[src/rtl/core/ttc_pkg.sv]
// Shared types, widths and helpers for the triangle tangent block.
// No dependencies; every module of the block imports this package.
package ttc_pkg;

  localparam int INDEX_BITS = 16;
  localparam int COORD_BITS = 16;

  // delta widths: raw difference, then scaled down for very wide coordinates
  localparam int RAW_DW    = COORD_BITS + 1;
  localparam int PRE_SHIFT = (COORD_BITS > 30) ? (COORD_BITS - 30) : 0;
  localparam int DW        = RAW_DW - PRE_SHIFT;
  localparam int CW        = 2 * DW + 1;          // cross terms and determinant
  localparam int NW        = (CW > 31) ? CW : 31; // magnitudes during normalize

  localparam int MUL_W  = 32;
  localparam int SQ_W   = 64;
  localparam int ROOT_W = 32;
  localparam int MAG_W  = 30;
  localparam int QW     = 17;
  localparam int FRAC   = 14;
  localparam int NUM_W  = MAG_W + FRAC + 2;

  localparam logic [15:0] ONE_Q14 = 16'd16384;

  typedef struct packed {
    logic signed [COORD_BITS-1:0] position_x;
    logic signed [COORD_BITS-1:0] position_y;
    logic signed [COORD_BITS-1:0] position_z;
    logic signed [COORD_BITS-1:0] tex_u;
    logic signed [COORD_BITS-1:0] tex_v;
    logic        [INDEX_BITS-1:0] vertex_index;
  } vtx_in_t;

  typedef struct packed {
    logic signed [15:0]           tangent_x;
    logic signed [15:0]           tangent_y;
    logic signed [15:0]           tangent_z;
    logic        [INDEX_BITS-1:0] first_index;
    logic        [INDEX_BITS-1:0] second_index;
    logic        [INDEX_BITS-1:0] third_index;
    logic                         degenerate;
  } tan_out_t;

  typedef struct packed {
    logic busy;
    logic done;
  } unit_stat_t;

  // difference scaled toward zero for wide coordinates
  function automatic logic signed [DW-1:0] shrink(input logic signed [RAW_DW-1:0] x);
    logic [RAW_DW-1:0] m;
    logic [RAW_DW-1:0] s;
    logic [RAW_DW-1:0] r;
    m = x[RAW_DW-1] ? (~x + 1'b1) : x;
    s = m >> PRE_SHIFT;
    r = x[RAW_DW-1] ? (~s + 1'b1) : s;
    return $signed(r[DW-1:0]);
  endfunction

endpackage

[src/rtl/core/ttc_mul.sv]
// Shared signed multiplier with a registered product.
// Depends on ttc_pkg.
module ttc_mul (
  input  logic                              clk,
  input  logic signed [ttc_pkg::MUL_W-1:0]  a,
  input  logic signed [ttc_pkg::MUL_W-1:0]  b,
  output logic signed [2*ttc_pkg::MUL_W-1:0] p
);
  import ttc_pkg::*;

  always_ff @(posedge clk) begin
    p <= a * b;
  end

endmodule

[config.mk]
export PLATFORM = sky130hd
export DESIGN_NAME = ttc_mul
export DESIGN_NICKNAME = d
export VERILOG_FILES = /design/src/rtl/core/ttc_pkg.sv /design/src/rtl/core/ttc_mul.sv
export SDC_FILE = /design/constraint.sdc
export NUM_CORES = 2
export LEC_CHECK = 0
export BUFFER_PORTS_ARGS = -buffer_cell sky130_fd_sc_hd__buf_2
export CAP_MARGIN = 20
export CORE_ASPECT_RATIO = 1.5
export CORE_MARGIN = 10
export CORE_UTILIZATION = 60
export DETAILED_ROUTE_END_ITERATION = 12
export PLACE_DENSITY = 0.74
export SLEW_MARGIN = 20
export SYNTH_ARGS = -nofsm -noshare
export SYNTH_HDL_FRONTEND = slang
export SYNTH_SLANG_ARGS = --single-unit
export TNS_END_PERCENT = 1
[constraint.sdc]
create_clock -name clk -period 9.6 [get_ports clk]
set_input_delay 0.48 -clock clk [delete_from_list [all_inputs] [get_ports clk]]
set_output_delay 0.48 -clock clk [all_outputs]
set_load 0.03 [all_outputs]
==> results.toml <==
[floorplan]
num_rows = 111
die_h_um = 325
die_w_um = 223
num_io_pins = 129
start_util_pct = 60.8
core_area_um2 = 61200
die_area_um2 = 72600

[worst_setup_path]
arrival_ps = 9010
required_ps = 9930
cp-end-kind = "register"
startpoint = "b[3]"
critPathLaunchType = "input pin"
path_class = "in2reg"
crit_fanout = 32

[synth]
synth_cell_types = 63
async_flop_share_pct = 0
syn_nets = 5215
ys_seq_area_share_pct = 3.44
synth_edf_count = 0
yosys.area_share.adder_pct = 64.3
yosys_warnings = 0
synthFlopType = "dfxtp_1"
synth_seq_cells = 64
synthMuxAreaShare_pct = 0
synth_area_um2 = 37200
avgSynthCellArea_um2 = 9.59
synth_compound_area_share_pct = 3.46
synth_top_family_by_area = "adder cells"
synthCells = 3884
synth_xor_area_share_pct = 1.76
yosys.area_share.simple_pct = 15.4

[worst_hold_path]
min_path_cells = 2
hold_path_startpoint = "a[0]"
holdPathEnd = "p[0]"
hold_path.class = "in2reg"

[routing]
drtAntennaViolNets = 0
vias_per_cell = 5.71
vias = 26597
wl_per_cell_um = 23.0
drc = 0
firstDrtPassIters = 5
drt-initial-drc-count = 1443
wl_um = 107000

[placement]
hpwlAfterDp_um = 88800
numPortBuffers = 128
gp_congestion = 0.972

[global_route]
grt_pass1_vias = 30299
grt_pass1_wl_um = 169000
antenna_found_initial = 12
grt_use_total_pct = 30.8
overflow = 0
grt_max_degree = 33

[timing]
fmax_ghz = 0.115
finalSetupViolCount = 0
tightest_slew_ps = 1060
finalCriticalPeriod_ps = 8690
finalHoldViolations = 0
period_share_pct = 90.5
rsz0062_at_grt = "false"
slew_headroom_pct = 29.1
maxSlewViolCount = 0
tns_ps = 0

[clock_tree]
cts_tree = "built"
cts_made_buffers = 9
h-tree-depth = 3
cts_setup_buffers = 0
cts_hold_buf = 0
clkTransAtPathRegs_ps = 100
ctsRootBufferMaster = "clkbuf_16"
cts-resized-gates = 0
clockBufferDepth = 2
clock_sinks = 64

[finish]
final_nets = 5191
final_layout_size_suffix_gt1_share_pct = 5.28
final_cell_mix = "1082 x fa_1, 951 x inv_1, 516 x and2_1"
area_growth_pct = 3.94
final_common_cell = "fa_1"
largest_reg_flops = 64
reg.largest.list = "p: 64 flops"
regMostFlops = "p"
fillers = 5266

[outcome]
status = "completed"

[flow_run]
maxCapViolCount = 0
[logic make-up (layout without fill, tap and decap cells)]
group,after synthesis,in the layout
other,0,3
buffers and inverters,1152,1133
AOI/OAI and AO/OA,193,193
and+or+nand+nor,1134,1134
xor gates and xnor gates,75,75
adders and majority gates,1266,1266
DFF,64,64
[worst max-delay path by stage]
stage,to,slack (ps),depth (start not counted)
final,p[62],910,22
after global routing,p[62],360,22
after CTS,p[62],840,22
after detailed placement,p[62],440,22
after global placement,p[62],640,22
after floorplan,p[62],1860,24
[synth_stat cells (7+ instances only)]
master / number / area, um2
clkbuf_1: 195 / 732
xor2_1: 22 / 193
dfxtp_1: 64 / 1280
nor2_1: 42 / 158
a21o_1: 23 / 173
nand2_1: 511 / 1920
xnor2_1: 53 / 464
a31oi_1: 12 / 75.1
o21bai_1: 15 / 113
o21ai_0: 28 / 140
ha_1: 184 / 2300
inv_1: 952 / 3570
fa_1: 1082 / 21700
a21oi_1: 68 / 340
and2_1: 516 / 3230
nand3_1: 15 / 75.1
and3_1: 7 / 43.8
nand4_1: 7 / 43.8
nand2b_1: 9 / 56.3
[routing by layer]
metal	global-route usage, %	wire, um
met2	54.3	56700
met3	5.06	5980
met1	30.2	32000
met5	0	92
met4	28.5	12400
[critical path, stage by stage]
cell and delay, ps:
buf_2 570, and2_1 290, fa_1 480, fa_1 500
fa_1 940, fa_1 690, inv_1 480, fa_1 620
inv_1 50, fa_1 530, inv_1 50, fa_1 460
fa_1 520, inv_1 40, ha_1 350, and3_1 200
nand2_1 80, or3_1 390, o211ai_1 580, a31oi_1 230
o31ai_1 270, xor2_1 170
[per-stage QoR]
step	setup WS [ps]	cell area [um2]	cells	hold slack, ps	utilization, %
3_5_place_dp	443	38400	4640	854	62.7
2_1_floorplan	1860	37200	3884	607	-
5_1_grt	363	38700	4656	433	63.2
3_3_place_gp	638	38400	4640	859	62.7
6_report	911	38700	4659	415	63.2
4_1_cts	844	38700	4656	410	63.2
[area by class of cell]
| class | count | area (um2) | share of cell area [%] |
|---|---|---|---|
| diodes | 3 | 7.51 | 0.0194 |
| clock buffers | 9 | 225 | 0.582 |
| clock inverters | 7 | 80.1 | 0.207 |
| inverters | 952 | 3570 | 9.23 |
| multi-input cells | 2668 | 31600 | 81.7 |
| flip-flops and latches | 64 | 1280 | 3.31 |
| well taps | 791 | 990 | 2.56 |
| repair buffers | 165 | 918 | 2.37 |
Power is not shown: default switching activity piles up to over one toggle a cycle in this logic, so the estimate is an artifact.
