===== src/rtl/core/ttc_pkg.sv =====
// Shared types, widths and helpers for the triangle tangent block.
// No dependencies; every module of the block imports this package.
package ttc_pkg;

  localparam int INDEX_BITS = 16;
  localparam int COORD_BITS = 16;

  // delta widths: raw difference, then scaled down for very wide coordinates
  localparam int RAW_DW    = COORD_BITS + 1;
  localparam int PRE_SHIFT = (COORD_BITS > 30) ? (COORD_BITS - 30) : 0;
  localparam int DW        = RAW_DW - PRE_SHIFT;
  localparam int CW        = 2 * DW + 1;          // cross terms and determinant
  localparam int NW        = (CW > 31) ? CW : 31; // magnitudes during normalize

  localparam int MUL_W  = 32;
  localparam int SQ_W   = 64;
  localparam int ROOT_W = 32;
  localparam int MAG_W  = 30;
  localparam int QW     = 17;
  localparam int FRAC   = 14;
  localparam int NUM_W  = MAG_W + FRAC + 2;

  localparam logic [15:0] ONE_Q14 = 16'd16384;

  typedef struct packed {
    logic signed [COORD_BITS-1:0] position_x;
    logic signed [COORD_BITS-1:0] position_y;
    logic signed [COORD_BITS-1:0] position_z;
    logic signed [COORD_BITS-1:0] tex_u;
    logic signed [COORD_BITS-1:0] tex_v;
    logic        [INDEX_BITS-1:0] vertex_index;
  } vtx_in_t;

  typedef struct packed {
    logic signed [15:0]           tangent_x;
    logic signed [15:0]           tangent_y;
    logic signed [15:0]           tangent_z;
    logic        [INDEX_BITS-1:0] first_index;
    logic        [INDEX_BITS-1:0] second_index;
    logic        [INDEX_BITS-1:0] third_index;
    logic                         degenerate;
  } tan_out_t;

  typedef struct packed {
    logic busy;
    logic done;
  } unit_stat_t;

  // difference scaled toward zero for wide coordinates
  function automatic logic signed [DW-1:0] shrink(input logic signed [RAW_DW-1:0] x);
    logic [RAW_DW-1:0] m;
    logic [RAW_DW-1:0] s;
    logic [RAW_DW-1:0] r;
    m = x[RAW_DW-1] ? (~x + 1'b1) : x;
    s = m >> PRE_SHIFT;
    r = x[RAW_DW-1] ? (~s + 1'b1) : s;
    return $signed(r[DW-1:0]);
  endfunction

endpackage


===== src/rtl/core/ttc_div.sv =====
// Restoring divider: rounded (mag * 2^14) / len, one quotient bit per cycle.
// Depends on ttc_pkg.
module ttc_div (
  input  logic                          clk,
  input  logic                          rst,
  input  logic                          start,
  input  logic [ttc_pkg::MAG_W-1:0]     mag,
  input  logic [ttc_pkg::ROOT_W-1:0]    den,
  output ttc_pkg::unit_stat_t           stat,
  output logic [ttc_pkg::QW-1:0]        quo
);
  import ttc_pkg::*;

  logic [NUM_W-1:0]  numer;
  logic [ROOT_W-1:0] rem;
  logic [QW-1:0]     low;
  logic [ROOT_W:0]   trial;
  logic [4:0]        cnt;

  assign numer = (NUM_W'(mag) << FRAC) + NUM_W'(den >> 1);
  assign trial = {rem, low[QW-1]};

  always_ff @(posedge clk) begin
    if (rst) begin
      stat <= '0;
      cnt  <= '0;
    end else begin
      stat.done <= !start && stat.busy && (cnt == 5'(QW - 1));
      if (start) begin
        // quotient stays below 2^QW, so the top bits start below den
        rem       <= ROOT_W'(numer >> QW);
        low       <= numer[QW-1:0];
        quo       <= '0;
        cnt       <= '0;
        stat.busy <= 1'b1;
      end else if (stat.busy) begin
        if (trial >= {1'b0, den}) begin
          rem <= ROOT_W'(trial - {1'b0, den});
          quo <= {quo[QW-2:0], 1'b1};
        end else begin
          rem <= trial[ROOT_W-1:0];
          quo <= {quo[QW-2:0], 1'b0};
        end
        low <= low << 1;
        cnt <= cnt + 5'd1;
        if (cnt == 5'(QW - 1)) begin
          stat.busy <= 1'b0;
        end
      end
    end
  end

endmodule


===== config.mk =====
export PLATFORM = sky130hd
export DESIGN_NAME = ttc_div
export DESIGN_NICKNAME = d
export VERILOG_FILES = /design/src/rtl/core/ttc_pkg.sv /design/src/rtl/core/ttc_div.sv
export SDC_FILE = /design/constraint.sdc
export NUM_CORES = 1
export LEC_CHECK = 0
export BUFFER_PORTS_ARGS = -buffer_cell sky130_fd_sc_hd__buf_2
export CAP_MARGIN = 10
export CORE_ASPECT_RATIO = 1.2
export CORE_MARGIN = 4
export CORE_UTILIZATION = 45
export DETAILED_ROUTE_END_ITERATION = 10
export PLACE_DENSITY = 0.69
export SYNTH_ARGS = -nofsm -noshare
export SYNTH_HDL_FRONTEND = slang
export SYNTH_SLANG_ARGS = --single-unit

===== constraint.sdc =====
create_clock -name clk -period 5.03 [get_ports clk]
set_clock_uncertainty 0.05 [all_clocks]
set_input_delay 0.2515 -clock clk [delete_from_list [all_inputs] [get_ports clk]]
set_output_delay 0.2515 -clock clk [all_outputs]
set_load 0.03 [all_outputs]

==> impl_table.tex <==
\begin{tabular}{lr}
\hline
Metric & Value \\
\hline
\multicolumn{2}{l}{\textbf{GRT}} \\
Residual overflow from global routing & 0 \\
Initial antenna violation count & 0 \\
Total global-route track usage & 0.204 \\
Global-route wire length before repair & 25.0 mm \\
Vias in the first global route & 5104 \\
Pin count of the biggest net entering global routing & 82 \\
\multicolumn{2}{l}{\textbf{Logic synthesis}} \\
Mapped cell area & 0.00610 mm2 \\
Count of cell types in the netlist & 64 \\
Number of synthesis warnings & 0 \\
Mapped Nets & 772 \\
Primary FF master, synth & edfxtp\_1 \\
Mapped Cells & between 600 and 700 \\
Flip-flop and latch count after synthesis & 73 \\
EDFF count, synth & 66 \\
Synthesized area per cell & 9.32 um2 \\
Ys async rst share & 0 \\
Register area share after synthesis & 0.348 \\
\multicolumn{2}{l}{\textbf{Clocking}} \\
\# Post-CTS Setup Buffers & 0 \\
Post-cts hold buffer count & 0 \\
Clock Tree Buf Depth & 2 \\
Number of gates given a new drive strength after cts & 0 \\
Clock latency on the worst-skew pair & 0.34 ns \\
Clock Tree Root & clkbuf\_16 \\
Number of levels in the clock H-tree & 3 \\
CTS Buf Count & 9 \\
CTS tree & built \\
Clk sinks & 73 \\
Clk pin slew, worst setup/hold paths & 0.06 ns \\
\multicolumn{2}{l}{\textbf{Min path}} \\
Hold depth & 2 \\
Path category of the worst min-delay check & primary input to flop \\
\multicolumn{2}{l}{\textbf{Critical path}} \\
Stages on worst setup path & 10 \\
Setup slack on the worst flop-to-flop path & 1.51 ns \\
CP startpoint kind & flop \\
Delay contributed by the slowest stage of the critical path & 0.44 ns \\
Largest fanout of any net on the critical path & 14 \\
Critical Path, Cell by Cell & ha\_1 > nand2\_1 > a21oi\_1 > o211ai\_1 > a31oi\_2 > o211ai\_2 > nand2\_1 > buf\_4 > mux2\_2 > mux2\_2 \\
CP Class & flop to flop \\
Worst Setup End Kind & flop \\
Buffering stage count on the worst path with inverters included & 1 \\
Required time of the critical path & 5.07 ns \\
Length in cells of the worst reg-to-reg path & 10 \\
Cell with the largest stage delay on the worst path & ha\_1 \\
Cell family with most CP delay & compound AO/OA/AOI/OAI gates \\
Critical path data arrival time & 3.56 ns \\
\multicolumn{2}{l}{\textbf{STA}} \\
Final slew viol count & 0 \\
Setup violators final & 0 \\
Final Hold Fails & 0 \\
Maximum clock frequency & between 200 and 300 MHz \\
Slew at the pin with the worst max-slew slack & 0.904 ns \\
Unrepaired setup endpoints after global routing & no \\
Final cycle utilization of the critical path & 0.701 \\
Final min period & 3.52 ns \\
Total Neg Setup Slack & 0 ns \\
Worst slew margin relative to its limit & 0.398 \\
\multicolumn{2}{l}{\textbf{Outcome}} \\
Result of the run & complete, no violations \\
\multicolumn{2}{l}{\textbf{Cells and area}} \\
Share of post-route cells with drive strength above 1 & 0.184 \\
Number of antenna cells inserted & 0 \\
Final net count & 848 \\
Post-synthesis to final-layout area growth & 13.8\% \\
\multicolumn{2}{l}{\textbf{Detailed routing}} \\
DRC violation total after the first TritonRoute iteration & around 300 \\
Total wirelength of the detailed-routed design & 15.7 mm \\
Wirelength per Cell & 17.3 um \\
Number of routed nets with antenna violations & 0 \\
Detailed-router iteration count before antenna repair & 8 \\
Via count & 5135 \\
Mean number of vias per cell & 5.69 \\
Number of remaining DRC errors & 0 \\
\multicolumn{2}{l}{\textbf{Floorplan}} \\
Number of core rows & 46 \\
Starting density of the core & 0.460 \\
Chip height & about 140 um \\
IO Pins & 84 \\
Die width & 114 um \\
Area enclosed by the die boundary & around 0.015 mm2 \\
Core area & 0.0132 mm2 \\
\multicolumn{2}{l}{\textbf{Flow run}} \\
Number of max-cap violations & 0 \\
\multicolumn{2}{l}{\textbf{Power}} \\
Worst vdd rail ir drop & between 0.00015 and 0.0002 V \\
Leakage power summed over all cells & 2.99 nW \\
Portion of total power attributed to sequential cells & 0.357 \\
Switching power of the nets & 0.000745 W \\
Internal power summed over all cells & 0.00138 W \\
Total power & 0.00213 W \\
Power density of the placed cells & a little over 300 mW/mm2 \\
Switching Share & 0.350 \\
Clock network fraction of total power & 0.293 \\
Share of power burned in combinational logic & 0.350 \\
\multicolumn{2}{l}{\textbf{Place}} \\
Count of buffers inserted at the top-level ports & 83 \\
Routability cong. & 0.912 \\
HPWL after DPL & 12.4 mm \\
\hline
\end{tabular}
-- synth_stat cells (3+ instances only) --
cell type	count	area, um2
and2_1	3	18.8
mux2_2	17	191
edfxtp_1	66	1980
or2_2	5	31.3
xor2_1	17	149
a31oi_1	8	50.1
inv_1	52	195
mux2i_1	20	200
nand3_1	17	85.1
buf_4	7	52.6
o21a_1	8	60.1
nor2_1	40	150
and3_1	9	56.3
clkbuf_1	10	37.5
xnor2_1	34	298
buf_2	3	15.0
a221oi_1	3	26.3
a211oi_1	10	75.1
nor2b_1	21	131
nor3_1	4	20.0
a21o_1	19	143
o21ai_0	41	205
nand4_1	7	43.8
a21oi_1	58	290
dfxtp_1	7	140
o21bai_1	8	60.1
ha_1	51	638
a22oi_1	5	37.5
or3_1	5	31.3
o211ai_1	5	37.5
nand2_1	50	188
-- cells by family (layout without fill, tap and decap cells) --
group,Yosys count,after routing,synth area share
xor+xnor,51,51,0.0733
mux,37,37,0.0642
fa+ha+maj,53,53,0.111
buf+inv,73,154,0.0499
simple gates,171,171,0.137
flops,73,73,0.348
compound gates,196,196,0.216
-- power by group through the flow --
| stage | sequential (W) | combinational [W] | clock, W |
|---|---|---|---|
| floorplan | 0.000784 | 0.000543 | 0 |
| global placement | 0.000771 | 0.000728 | 0 |
| detailed placement | 0.000773 | 0.000739 | 0 |
| CTS | 0.000761 | 0.000744 | 0.000634 |
| global route | 0.000766 | 0.000827 | 0.000659 |
| finish | 0.000761 | 0.000745 | 0.000623 |
-- metal layers --
| metal | vias up | global-route usage | share of wire |
|---|---|---|---|
| met1 | 2412 | 0.253 | 0.43 |
| met2 | 127 | 0.351 | 0.49 |
| met3 | 29 | 0.0357 | 0.046 |
| met5 | - | 0 | 0 |
| met4 | 0 | 0.0799 | 0.030 |
| li1 | 2567 | - | - |
-- flip-flops by register name (all words and copies together), names as in the netlist --
name  count
cnt       5
stat      2
quo      17
low      17
rem      32
-- metrics by stage --
step	area (um2)	util	instances	hold slack [ns]	setup slack, ns
after floorplan	6100	-	654	0.422	0.388
after global placement	6650	0.502	887	0.444	1.63
after detailed placement	6650	0.502	887	0.486	1.52
after CTS	6930	0.524	903	0.177	1.52
after global routing	6930	0.524	903	0.182	1.27
final	6930	0.524	903	0.188	1.51
-- worst paths after layout --
kind / from / to
worst min register to register: low[1] / low[2]
worst min-delay path: den[2] / low[1]
worst max-delay path: rem[12] / rem[9]
worst max register to register: rem[12] / rem[9]
-- cells in the final DEF (no fill, tap or decap), types with 7 or more instances in the layout --
cell        n
mux2_2     17
and3_1      9
o21a_1      8
mux2i_1    20
nand2_1    50
inv_1      52
xor2_1     17
xnor2_1    34
dfxtp_1     7
clkbuf_16   9
a21oi_1    57
a21o_1     19
nand3_1    17
nand4_1     7
buf_2      83
a211oi_1   10
o21bai_1    8
o21ai_0    41
nor2b_1    21
edfxtp_1   66
nor2_1     40
a31oi_1     8
ha_1       51
-- final cells by class --
class                      count  area (um2)
clock buffer                   9         225
clock inverter                 7        62.6
fill                        1228        6300
inverter                      52         195
multi-input combinational    508        3680
sequential                    73        2120
tap                          168         210
timing repair buffer          86         438
-- worst register-to-register path: cells and delay by family (launching register included) --
family	cells	cell delay (ns)
DFF	1	0.43
and+or+nand+nor	2	0.42
adders and majority gates	1	0.44
muxes	2	0.62
AOI/OAI and AO/OA	4	0.98
buffers and inverters	1	0.33
Note: power is estimated with default switching activity, not from simulation.
