**config.mk**
```make
export PLATFORM = sky130hd
export DESIGN_NAME = ttc_root
export DESIGN_NICKNAME = d
export VERILOG_FILES = /design/src/rtl/core/ttc_pkg.sv /design/src/rtl/core/ttc_root.sv
export SDC_FILE = /design/constraint.sdc
export NUM_CORES = 1
export LEC_CHECK = 0
export BUFFER_PORTS_ARGS = -buffer_cell sky130_fd_sc_hd__buf_4
export CAP_MARGIN = 20
export CORE_MARGIN = 2
export CORE_UTILIZATION = 40
export DETAILED_ROUTE_END_ITERATION = 16
export PLACE_DENSITY = 0.57
export SETUP_SLACK_MARGIN = 0.3
export SKIP_LAST_GASP = 1
export SYNTH_ARGS = -nofsm -noshare
export SYNTH_HDL_FRONTEND = slang
export SYNTH_SLANG_ARGS = --single-unit
```
**constraint.sdc**
```tcl
create_clock -name clk -period 26.4 [get_ports clk]
set_input_delay 1.32 -clock clk [delete_from_list [all_inputs] [get_ports clk]]
set_output_delay 1.32 -clock clk [all_outputs]
set_load 0.02 [all_outputs]
```
**src/rtl/core/ttc_pkg.sv**
```systemverilog
// Shared types, widths and helpers for the triangle tangent block.
// No dependencies; every module of the block imports this package.
package ttc_pkg;

  localparam int INDEX_BITS = 16;
  localparam int COORD_BITS = 16;

  // delta widths: raw difference, then scaled down for very wide coordinates
  localparam int RAW_DW    = COORD_BITS + 1;
  localparam int PRE_SHIFT = (COORD_BITS > 30) ? (COORD_BITS - 30) : 0;
  localparam int DW        = RAW_DW - PRE_SHIFT;
  localparam int CW        = 2 * DW + 1;          // cross terms and determinant
  localparam int NW        = (CW > 31) ? CW : 31; // magnitudes during normalize

  localparam int MUL_W  = 32;
  localparam int SQ_W   = 64;
  localparam int ROOT_W = 32;
  localparam int MAG_W  = 30;
  localparam int QW     = 17;
  localparam int FRAC   = 14;
  localparam int NUM_W  = MAG_W + FRAC + 2;

  localparam logic [15:0] ONE_Q14 = 16'd16384;

  typedef struct packed {
    logic signed [COORD_BITS-1:0] position_x;
    logic signed [COORD_BITS-1:0] position_y;
    logic signed [COORD_BITS-1:0] position_z;
    logic signed [COORD_BITS-1:0] tex_u;
    logic signed [COORD_BITS-1:0] tex_v;
    logic        [INDEX_BITS-1:0] vertex_index;
  } vtx_in_t;

  typedef struct packed {
    logic signed [15:0]           tangent_x;
    logic signed [15:0]           tangent_y;
    logic signed [15:0]           tangent_z;
    logic        [INDEX_BITS-1:0] first_index;
    logic        [INDEX_BITS-1:0] second_index;
    logic        [INDEX_BITS-1:0] third_index;
    logic                         degenerate;
  } tan_out_t;

  typedef struct packed {
    logic busy;
    logic done;
  } unit_stat_t;

  // difference scaled toward zero for wide coordinates
  function automatic logic signed [DW-1:0] shrink(input logic signed [RAW_DW-1:0] x);
    logic [RAW_DW-1:0] m;
    logic [RAW_DW-1:0] s;
    logic [RAW_DW-1:0] r;
    m = x[RAW_DW-1] ? (~x + 1'b1) : x;
    s = m >> PRE_SHIFT;
    r = x[RAW_DW-1] ? (~s + 1'b1) : s;
    return $signed(r[DW-1:0]);
  endfunction

endpackage

```
**src/rtl/core/ttc_root.sv**
```systemverilog
// Iterative integer square root, two radicand bits per cycle.
// Depends on ttc_pkg.
module ttc_root (
  input  logic                          clk,
  input  logic                          rst,
  input  logic                          start,
  input  logic [ttc_pkg::SQ_W-1:0]      radicand,
  output ttc_pkg::unit_stat_t           stat,
  output logic [ttc_pkg::ROOT_W-1:0]    root
);
  import ttc_pkg::*;

  logic [SQ_W-1:0] rem;
  logic [SQ_W-1:0] acc;
  logic [SQ_W-1:0] bitv;
  logic [SQ_W-1:0] trial;

  assign trial = acc + bitv;
  assign root  = acc[ROOT_W-1:0];

  always_ff @(posedge clk) begin
    if (rst) begin
      stat <= '0;
    end else begin
      stat.done <= !start && stat.busy && bitv[0];
      if (start) begin
        rem       <= radicand;
        acc       <= '0;
        bitv      <= SQ_W'(1) << (SQ_W - 2);
        stat.busy <= 1'b1;
      end else if (stat.busy) begin
        if (rem >= trial) begin
          rem <= rem - trial;
          acc <= (acc >> 1) + bitv;
        end else begin
          acc <= acc >> 1;
        end
        bitv <= bitv >> 2;
        if (bitv[0]) begin
          stat.busy <= 1'b0;
        end
      end
    end
  end

endmodule

```
==> impl_metrics.prom <==
# TYPE chip_impl_metric gauge
chip_impl_info{name="run_status",value="completed"} 1
chip_impl_metric{name="yosys.area_share.xor_xnor",unit="%"} 8.724
chip_impl_metric{name="setup_viol",unit=""} 0
chip_impl_metric{name="post_synth_design_cell_area",unit="sq um"} 15960
chip_impl_metric{name="cts_hold_buffers",unit=""} 0
chip_impl_info{name="most-common-layout-cells",value="206 x nand2_1, 169 x nor2_1, 160 x edfxtp_1"} 1
chip_impl_metric{name="post_synth_fa_ha_maj_area_fraction",unit="%"} 10.32
chip_impl_info{name="cts-root-buf",value="clkbuf_16"} 1
chip_impl_metric{name="netSwitchingPower",unit="uW"} 491.6
chip_impl_metric{name="hpwl",unit="um"} 37050
chip_impl_metric{name="cts_max_level",unit=""} 4
chip_impl_info{name="timing_worst_setup_path_type",value="register to register"} 1
chip_impl_metric{name="final_net_count",unit=""} 2100
chip_impl_metric{name="dpl-instance-area",unit="sq um"} 16860
chip_impl_metric{name="netSwitchingFraction",unit="%"} 42.34
chip_impl_metric{name="die_y",unit="um"} 203.8
chip_impl_metric{name="initial_core_util",unit="%"} 40.36
chip_impl_info{name="rsz_0062_raised_after_global_routing",value="false"} 1
chip_impl_metric{name="ios",unit=""} 101
chip_impl_metric{name="r2r_cells",unit=""} 22
chip_impl_metric{name="worst_hold_path_cells",unit=""} 1
chip_impl_metric{name="multi_input_area",unit="sq um"} 10390
chip_impl_metric{name="reg2reg_setup_slack",unit="ps"} 19280
chip_impl_metric{name="edff_count_synth",unit=""} 160
chip_impl_metric{name="max-slew-margin-rel",unit="%"} 35.75
chip_impl_metric{name="via_count_of_the_first_global_routing_pass",unit=""} 14045
chip_impl_metric{name="area_growth",unit="%"} 9.429
chip_impl_metric{name="layout_min_cycle_time",unit="ps"} 7119
chip_impl_metric{name="power.internal",unit="uW"} 669.4
chip_impl_metric{name="share_of_flip_flops_with_an_asynchronous_set_or_reset_after_synthesis",unit="%"} 0
chip_impl_metric{name="clock_tree.buffer_depth",unit=""} 2
chip_impl_metric{name="design.die.area",unit="sq um"} 41520
chip_impl_info{name="layout.cells.most_common",value="nand2_1"} 1
chip_impl_metric{name="dr.pass1.iters",unit=""} 5
chip_impl_info{name="whs_endpoint",value="stat[0]"} 1
chip_impl_metric{name="drive_above_1_share",unit="%"} 10.18
chip_impl_metric{name="crit_required",unit="ps"} 26490
chip_impl_info{name="end_kind",value="register"} 1
chip_impl_metric{name="row_count",unit=""} 73
chip_impl_metric{name="clock_skew",unit="ps"} 14.21
chip_impl_metric{name="design.core.area",unit="sq um"} 39550
chip_impl_metric{name="final_design_area_no_fill",unit="sq um"} 17470
chip_impl_info{name="ys.flop_type",value="edfxtp_1"} 1
chip_impl_metric{name="power_density_cells",unit="nW/um^2"} 66.46
chip_impl_info{name="hold_path_class",value="register to register"} 1
chip_impl_metric{name="leakage",unit="uW"} 0.006592
chip_impl_info{name="synth_top_family_by_area",value="compound AO/OA/AOI/OAI gates"} 1
chip_impl_metric{name="largest_net_degree_at_the_start_of_global_routing",unit=""} 93
chip_impl_metric{name="ys_ff_latch",unit=""} 162
chip_impl_metric{name="max_slew.worst_pin.slew",unit="ps"} 963.7
chip_impl_info{name="worst_r2r_endpoint",value="rem[36]"} 1
chip_impl_metric{name="synthesis.area_per_instance",unit="sq um"} 8.455
chip_impl_metric{name="layout_worst_path_cycle_share",unit="%"} 26.97
chip_impl_metric{name="drt-vias-per-instance",unit=""} 5.938
chip_impl_metric{name="nFillCells",unit=""} 3924
chip_impl_metric{name="floorplan.die.width",unit="um"} 203.8
chip_impl_metric{name="vias",unit=""} 14488
chip_impl_metric{name="globalRouteOverflowTotal",unit=""} 0
chip_impl_metric{name="detailedPlace.worstSlack",unit="ps"} 19520
chip_impl_info{name="worstReg2RegStart",value="acc[2]"} 1
chip_impl_metric{name="post_cts_resized",unit=""} 0
chip_impl_metric{name="setup-tns-final",unit="ps"} 0
chip_impl_metric{name="gr-usage-all-layers",unit="%"} 23.27
chip_impl_metric{name="final_critical_path_setup_slack",unit="ps"} 19280
chip_impl_metric{name="wire_length_of_the_first_global_routing_pass",unit="um"} 75970
chip_impl_metric{name="count_of_maximum_capacitance_violations",unit=""} 0
chip_impl_info{name="cts_tree",value="done"} 1
chip_impl_metric{name="cts.sinks",unit=""} 162
chip_impl_metric{name="cts.clk_slew.worst_paths",unit="ps"} 80
chip_impl_metric{name="clkPwrFrac",unit="%"} 22.8
chip_impl_metric{name="finish.utilization",unit="%"} 44.17
chip_impl_metric{name="syn_inst",unit=""} 1888
chip_impl_metric{name="netlist-cell-type-count",unit=""} 82
chip_impl_metric{name="cp_max_fo",unit=""} 64
chip_impl_metric{name="post_cts_buffers",unit=""} 0
chip_impl_metric{name="worst-endpoint-arrival",unit="ps"} 7210
chip_impl_metric{name="buffer_ports.inserted",unit=""} 100
chip_impl_metric{name="synth_simple_gate_area_share",unit="%"} 19.66
chip_impl_metric{name="final-hold-violation-count",unit=""} 0
chip_impl_metric{name="timing_max_transition_violations_final",unit=""} 0
chip_impl_info{name="hold_start",value="stat[1]"} 1
chip_impl_metric{name="drt-wirelength-per-cell",unit="um"} 19.87
chip_impl_metric{name="vdd_drop_max",unit="mV"} 0.03944
chip_impl_metric{name="ff_latch_area",unit="sq um"} 4845
chip_impl_metric{name="synth_mux_area_share",unit="%"} 0.3449
chip_impl_info{name="start_kind",value="register"} 1
chip_impl_metric{name="share_seq_of_total_power",unit="%"} 30.7
chip_impl_metric{name="ys.warnings.count",unit=""} 0
chip_impl_metric{name="max_freq",unit="MHz"} 140.5
chip_impl_metric{name="synth.yosys.seq_area_share",unit="%"} 30.35
chip_impl_metric{name="antenna_left",unit=""} 0
chip_impl_metric{name="antennaDiodeCount",unit=""} 0
chip_impl_metric{name="clkLatencyLatePin",unit="ps"} 480
chip_impl_metric{name="antenna_found_initial",unit=""} 0
chip_impl_metric{name="synth_compound_gate_area_share",unit="%"} 25.92
chip_impl_metric{name="global_placer_s_final_weighted_congestion",unit=""} 0.9188
chip_impl_metric{name="power_frac_comb",unit="%"} 46.5
chip_impl_metric{name="numCtsBuffers",unit=""} 17
chip_impl_metric{name="post_synthesis_net_count",unit=""} 2086
chip_impl_metric{name="route.final.wire_length",unit="um"} 48490
chip_impl_metric{name="detailedRoute.firstIterationViolations",unit=""} 1109
chip_impl_metric{name="remaining_drc_errors",unit=""} 0
power by group through the flow:
stage	logic (uW)	clock network (uW)	registers [uW]
2_1_floorplan	417	0	349
3_3_place_gp	531	0	363
3_5_place_dp	533	0	363
4_1_cts	536	268	358
5_1_grt	598	278	360
6_report	539	265	357
worst max path at each step:
stage	start	to	cells after the start
6_report	acc[2]	rem[36]	22
5_1_grt	acc[2]	rem[10]	20
4_1_cts	acc[2]	rem[10]	20
3_5_place_dp	acc[2]	rem[12]	20
3_3_place_gp	acc[2]	rem[13]	20
2_1_floorplan	start	rem[0]	5
synthesized netlist by cell type, types with 39 or more instances:
cell type | n | area [sq um]
edfxtp_1 | 160 | 4805
clkbuf_1 | 69 | 259.0
nand2_1 | 206 | 773.2
nor3_1 | 43 | 215.2
o21ai_0 | 156 | 780.8
nand4_1 | 48 | 300.3
ha_1 | 130 | 1627
xnor2_1 | 69 | 604.3
nor2_1 | 170 | 638.1
a21oi_1 | 118 | 590.6
xor2_1 | 90 | 788.3
a21o_1 | 45 | 337.8
a31oi_1 | 59 | 369.1
nor2b_1 | 48 | 300.3
nand3_1 | 39 | 195.2
o21bai_1 | 48 | 360.4
inv_1 | 39 | 146.4
sequential cells by signal (all words and copies together), names as in the netlist:
| name | cells |
|---|---|
| stat | 2 |
| acc | 64 |
| bitv | 32 |
| rem | 64 |
logic make-up after synthesis:
| family | after synthesis |
|---|---|
| simple gates | 660 |
| fa+ha+maj | 131 |
| flops | 162 |
| buf+inv | 155 |
| xor+xnor | 159 |
| compound gates | 616 |
| mux | 5 |
routing by layer:
metal | vias to the layer above | wire [um] | track usage (%) | share of wire, %
li1 | 7071 | - | - | -
met1 | 6935 | 20740 | 28.53 | 43
met2 | 406 | 24360 | 42.02 | 50
met3 | 76 | 2327 | 3.531 | 4.8
met4 | 0 | 1067 | 6.648 | 2.2
met5 | - | 0 | 0 | 0
worst max-delay path, cell delays in order, from the launching register on:
cell and delay [ps]:
edfxtp_1 470, ha_1 410, a31o_2 190, a31oi_1 170
nor4b_1 600, o21ai_0 260, a21oi_1 350, o211ai_1 210
o31ai_1 500, a21boi_0 210, xor2_1 190, ha_1 410
a21oi_1 300, o21bai_1 100, a21oi_1 170, o21ai_0 110
a221o_1 360, a221o_1 360, buf_4 240, nor2_2 180
buf_4 340, a21boi_4 90, buf_4 340
metrics by stage:
| stage | hold WS [ps] | cells | power, uW |
|---|---|---|---|
| floorplan | 568.9 | 1888 | 765.9 |
| global placement | 515.9 | 2407 | 893.4 |
| detailed placement | 522.4 | 2407 | 895.8 |
| CTS | 534.2 | 2439 | 1162 |
| global route | 557.9 | 2440 | 1236 |
| finish | 526.1 | 2440 | 1161 |
final cells by class:
cell class	count	share of cell area [%]
Sequential cell	162	27.73
Multi-Input combinational cell	1571	59.47
Timing Repair Buffer	110	4.821
Tap cell	525	3.760
Clock buffer	17	2.435
Inverter	40	0.8595
Clock inverter	15	0.9168
No activity file was read; power rests on OpenSTA's default activity.
